File: src/rtl/core/cursor_doubly_linked_list_defines.svh
// Assertion macros shared by the RTL
`ifndef CURSOR_DOUBLY_LINKED_LIST_DEFINES_SVH
`define CURSOR_DOUBLY_LINKED_LIST_DEFINES_SVH

// Same-cycle implication, checked out of reset
`define CDLL_ASSERT_NOW(lbl, ante, cons, msg) \
    lbl: assert property (@(posedge clk) disable iff (!rst_n) (ante) |-> (cons)) \
        else $error(msg);

// Next-cycle implication, checked out of reset
`define CDLL_ASSERT_NEXT(lbl, ante, cons, msg) \
    lbl: assert property (@(posedge clk) disable iff (!rst_n) (ante) |=> (cons)) \
        else $error(msg);

`endif

File: src/rtl/core/cdll_pkg.sv
package cdll_pkg;

    // Default pool size and sentinel item after reset
    localparam int NODE_COUNT_DEF = 256;
    localparam logic [31:0] DEFAULT_ITEM_RST = 32'hFFFF_FFFF;

    // Operation codes
    localparam logic [3:0] KIND_FIRST   = 4'd0;
    localparam logic [3:0] KIND_LAST    = 4'd1;
    localparam logic [3:0] KIND_NONE    = 4'd2;
    localparam logic [3:0] KIND_AFTER   = 4'd3;
    localparam logic [3:0] KIND_BEFORE  = 4'd4;
    localparam logic [3:0] KIND_GET     = 4'd5;
    localparam logic [3:0] KIND_SET     = 4'd6;
    localparam logic [3:0] KIND_INS_AFT = 4'd7;
    localparam logic [3:0] KIND_INS_BEF = 4'd8;
    localparam logic [3:0] KIND_DEL_AFT = 4'd9;
    localparam logic [3:0] KIND_DEL_BEF = 4'd10;

    // Link memory access request: one read or lane writes per cycle
    typedef struct packed {
        logic rd;
        logic wr_next;
        logic wr_back;
    } link_req_t;

endpackage

File: src/rtl/core/cdll_link_mem.sv
module cdll_link_mem
    import cdll_pkg::*;
#(
    parameter int IDX_W = 9,
    parameter int DEPTH = 257
)
(
    input  logic             clk,
    input  logic             rst_n,
    input  link_req_t        req,
    input  logic [IDX_W-1:0] addr,
    input  logic [IDX_W-1:0] wr_nxt,
    input  logic [IDX_W-1:0] wr_bck,
    output logic [IDX_W-1:0] rd_nxt,
    output logic [IDX_W-1:0] rd_bck
);

    // next link in the upper lane, back link in the lower lane
    logic [2*IDX_W-1:0] link_mem [DEPTH];
    logic [2*IDX_W-1:0] rd_reg;
    logic [IDX_W-1:0]   sent_nxt_reg;
    logic [IDX_W-1:0]   sent_bck_reg;
    logic               at_sent;

    assign at_sent = (addr == '0);

    // sentinel links live in flops so reset can make them self-pointing
    always_ff @(posedge clk or negedge rst_n)
    begin
        if (!rst_n)
        begin
            sent_nxt_reg <= '0;
            sent_bck_reg <= '0;
        end
        else if (at_sent)
        begin
            if (req.wr_next)
            begin
                sent_nxt_reg <= wr_nxt;
            end
            if (req.wr_back)
            begin
                sent_bck_reg <= wr_bck;
            end
        end
    end

    // pool entries: lane writes, registered read
    always_ff @(posedge clk)
    begin
        if (req.wr_next)
        begin
            link_mem[addr][2*IDX_W-1:IDX_W] <= wr_nxt;
        end
        if (req.wr_back)
        begin
            link_mem[addr][IDX_W-1:0] <= wr_bck;
        end
        if (req.rd)
        begin
            rd_reg <= at_sent ? {sent_nxt_reg, sent_bck_reg} : link_mem[addr];
        end
    end

    assign rd_nxt = rd_reg[2*IDX_W-1:IDX_W];
    assign rd_bck = rd_reg[IDX_W-1:0];

endmodule

File: config.mk
export PLATFORM = sky130hd
export DESIGN_NAME = cdll_link_mem
export DESIGN_NICKNAME = d
export VERILOG_FILES = /design/src/rtl/core/cursor_doubly_linked_list_defines.svh /design/src/rtl/core/cdll_pkg.sv /design/src/rtl/core/cdll_link_mem.sv
export SDC_FILE = /design/constraint.sdc
export NUM_CORES = 2
export LEC_CHECK = 0
export BUFFER_PORTS_ARGS = -buffer_cell sky130_fd_sc_hd__buf_2
export CAP_MARGIN = 10
export CORE_MARGIN = 5
export CORE_UTILIZATION = 57
export CTS_CLUSTER_DIAMETER = 40
export DETAILED_ROUTE_END_ITERATION = 10
export PLACE_DENSITY_LB_ADDON = 0.25
export SLEW_MARGIN = 20
export SYNTH_ARGS = -nofsm -noshare
export SYNTH_HDL_FRONTEND = slang
export SYNTH_MEMORY_MAX_BITS = 65536
export SYNTH_SLANG_ARGS = --single-unit
File: constraint.sdc
create_clock -name clk -period 2.3 [get_ports clk]
set_input_delay 0.115 -clock clk [delete_from_list [all_inputs] [get_ports clk]]
set_output_delay 0.115 -clock clk [all_outputs]
set_load 0.01 [all_outputs]
==> impl_metrics.toml <==
[status]
status = "complete, but fails checks"
violations = "negative setup slack"

[sta]
post-route-min-period_ps = 2770
hold_slack_ps = 175.9
max_freq_mhz = 361.0
grt_setup_unrepaired = "true"
slew_viol_final = 0
final-hold-violation-count = 0
worst_slack_ps = -470.0
max_slew_margin_pct = 23.56
skew_ps = 47.95
fin_crit_sh_pct = 120.4
worstMarginPinSlew_ps = 1142
setup_viol = 18

[placement]
placed_area_mm2 = 0.2031
placement.io_buffers = 49
hpwl_um = 333400
place.gp.congestion = 0.9135

[detailed_routing]
drc = 0
vias_per_cell = 6.645
drtAntennaViolNets = 0
vias = 97630
routed_wl_um = 512400
routedWlPerCell_um = 34.88
drt_iter0_drc = 14870
drt_first_pass_iters = 7

[run]
maxCapViolCount = 0

[logic_synthesis]
synthArstFlopShare_pct = 0.3861
synth_edf_count = 4644
synth-seq-cells = 4662
avgSynthCellArea_um2 = 21.84
synth_area_mm2 = 0.1801
synth.largest_area_cell = "edfxtp_1"
synthDistinctLibCells = 62
ys_warn_count = 0
synth_area_leaders = "edfxtp_1 77%, mux4_2 14%, mux2i_1 1.5%"
syn_nets = 8279
ys_seq_area_share_pct = 77.67
synth_top_area_share_pct = 77.42
syn_inst = 8247
synthFlopType = "edfxtp_1"

[critical_path]
start_kind = "flip-flop"
required_ps = 3080
path_class = "reg -> reg"
r2r_slack_ps = -470
crit_fanout = 1
worst_setup_path_end_kind = "flip-flop"
critPathArrivalTime_ps = 3550

[cells_and_area]
drive_above_1_share_pct = 41.44
final_cell_mix = "4,644 x edfxtp_1, 1,271 x buf_4, 1,145 x mux4_2"
final_util_pct = 70.67
fin_area_mm2 = 0.2224
fillers = 17710
area_delta_synth_final_pct = 23.47
mostFrequentLayoutCell = "edfxtp_1"
final_nets = 10120
largest_reg_flops = 4626

[worst_hold_path]
min-delay-path-class = "in -> async"

[floorplanning]
die_h_um = 572.1
die_area_mm2 = 0.3274
die_w_um = 572.1
ios = 50
rows = 206
initial_core_util_pct = 57.24
coreArea_mm2 = 0.3147

[global_route]
antenna_found_initial = 23
grt_max_degree = 102
grt.total_usage_pct = 31.45
grt_pass1_wl_um = 728900
grt_pass1_vias = 98750
grt-ovfl-total = 0

[clocking]
numCtsBuffers = 541
clock-root-buffer = "clkbuf_16"
path_clk_slew_ps = 60
clock_path_buffers = 4
clock-sinks = 4662
cts_tree = "done"
clkLatencyLatePin_ps = 1040
h-tree-depth = 6

[power_and_ir_drop]
cellLeakagePower_nw = 73.14
p_per_area_mw_per_mm2 = 853.4
totalPowerFinal_mw = 189.8
peakVddDrop_uv = 769.6
-- power by group --
group / internal (mW) / switching (mW) / total [mW]
combinational: 4.17 / 6.34 / 10.5
clock: 50.2 / 35.4 / 85.6
sequential: 93.6 / 0.109 / 93.7
-- cell families (layout without fill, tap and decap cells) --
logic type	after synthesis	in the layout	synth area share [%]
compound gates	599	599	2.374
simple gates	1003	1003	2.304
other cells	0	15	0
flops	4662	4662	77.67
mux	1464	1464	16.13
buf+inv	519	2789	1.526
-- cells in the mapped netlist (8+ instances only) --
cell	count
a31oi_1	29
o2111ai_1	12
o221ai_1	12
clkbuf_1	241
a22oi_1	166
o22a_1	10
a21o_1	9
mux2_2	52
inv_1	10
buf_4	86
edfxtp_1	4644
o22ai_1	63
a32oi_1	50
nor3_1	19
dfrtp_1	18
buf_6	43
o21ai_0	45
a211oi_1	18
nand2_1	264
mux4_2	1145
a22o_1	18
a21oi_1	90
buf_2	97
nand3_1	68
mux2i_1	267
nor3b_1	8
a311o_1	8
nor2b_1	12
buf_1	39
o211ai_1	11
a2111oi_0	12
nor2_1	564
and3_1	16
-- metrics by stage --
step / setup TNS (ps) / worst slack (ps) / cells
after global placement: -1440590 / -1411 / 13680
after CTS: -2992 / -433.8 / 14680
after global routing: -3580 / -493.3 / 14690
after floorplan: -1227690 / -459.2 / 8247
final: -2885 / -470.0 / 14690
after detailed placement: -1555410 / -1529 / 13680
-- critical path, cell delays in order, from the launching register on --
cell and delay, ps:
edfxtp_1 370, mux4_2 510, mux2i_4 210, o32ai_2 140
a2111oi_4 300, buf_4 200, nand2_2 50, or4_4 550
o22a_1 180
-- metal layers --
layer,vias up,part of all wire [%],track usage [%]
met2,6946,47,48.13
met4,14,4.9,12.79
met5,-,0.017,0
met3,1150,13,8.189
li1,38550,-,-
met1,50970,36,43.98
-- repair_timing --
action | 4_1_cts | 5_1_grt
gates resized for setup | 153 | 61
setup buffers | 0 | 1
endpoints found under the setup margin | 18 | 18
pin swaps | 54 | 43
endpoints found under the hold margin | 3509 | 0
hold buffers | 27 | 0
-- final timing paths --
check,start,end,depth (start not counted)
setup / recovery,link_mem[78][17],rd_reg[17],8
hold / removal,rst_n,sent_bck_reg[8],4
setup reg to reg,link_mem[78][17],rd_reg[17],8
hold reg to reg,sent_nxt_reg[0],sent_nxt_reg[0],1
max in group asynchronous,rst_n,sent_nxt_reg[5],4
min in group clk,addr[7],rd_reg[16],5
-- area by class of cell --
type / instances / area, um2 / share of cell area (%)
flip-flops and latches: 4662 / 139900 / 62.91
multi-input cells: 3066 / 39900 / 17.94
repair buffers: 1804 / 19360 / 8.706
clock buffers: 623 / 13980 / 6.288
well taps: 4160 / 5205 / 2.340
clock inverters: 352 / 3953 / 1.777
inverters: 10 / 50.05 / 0.02250
diodes: 15 / 37.54 / 0.01688
Note: power is estimated with default switching activity, not from simulation.
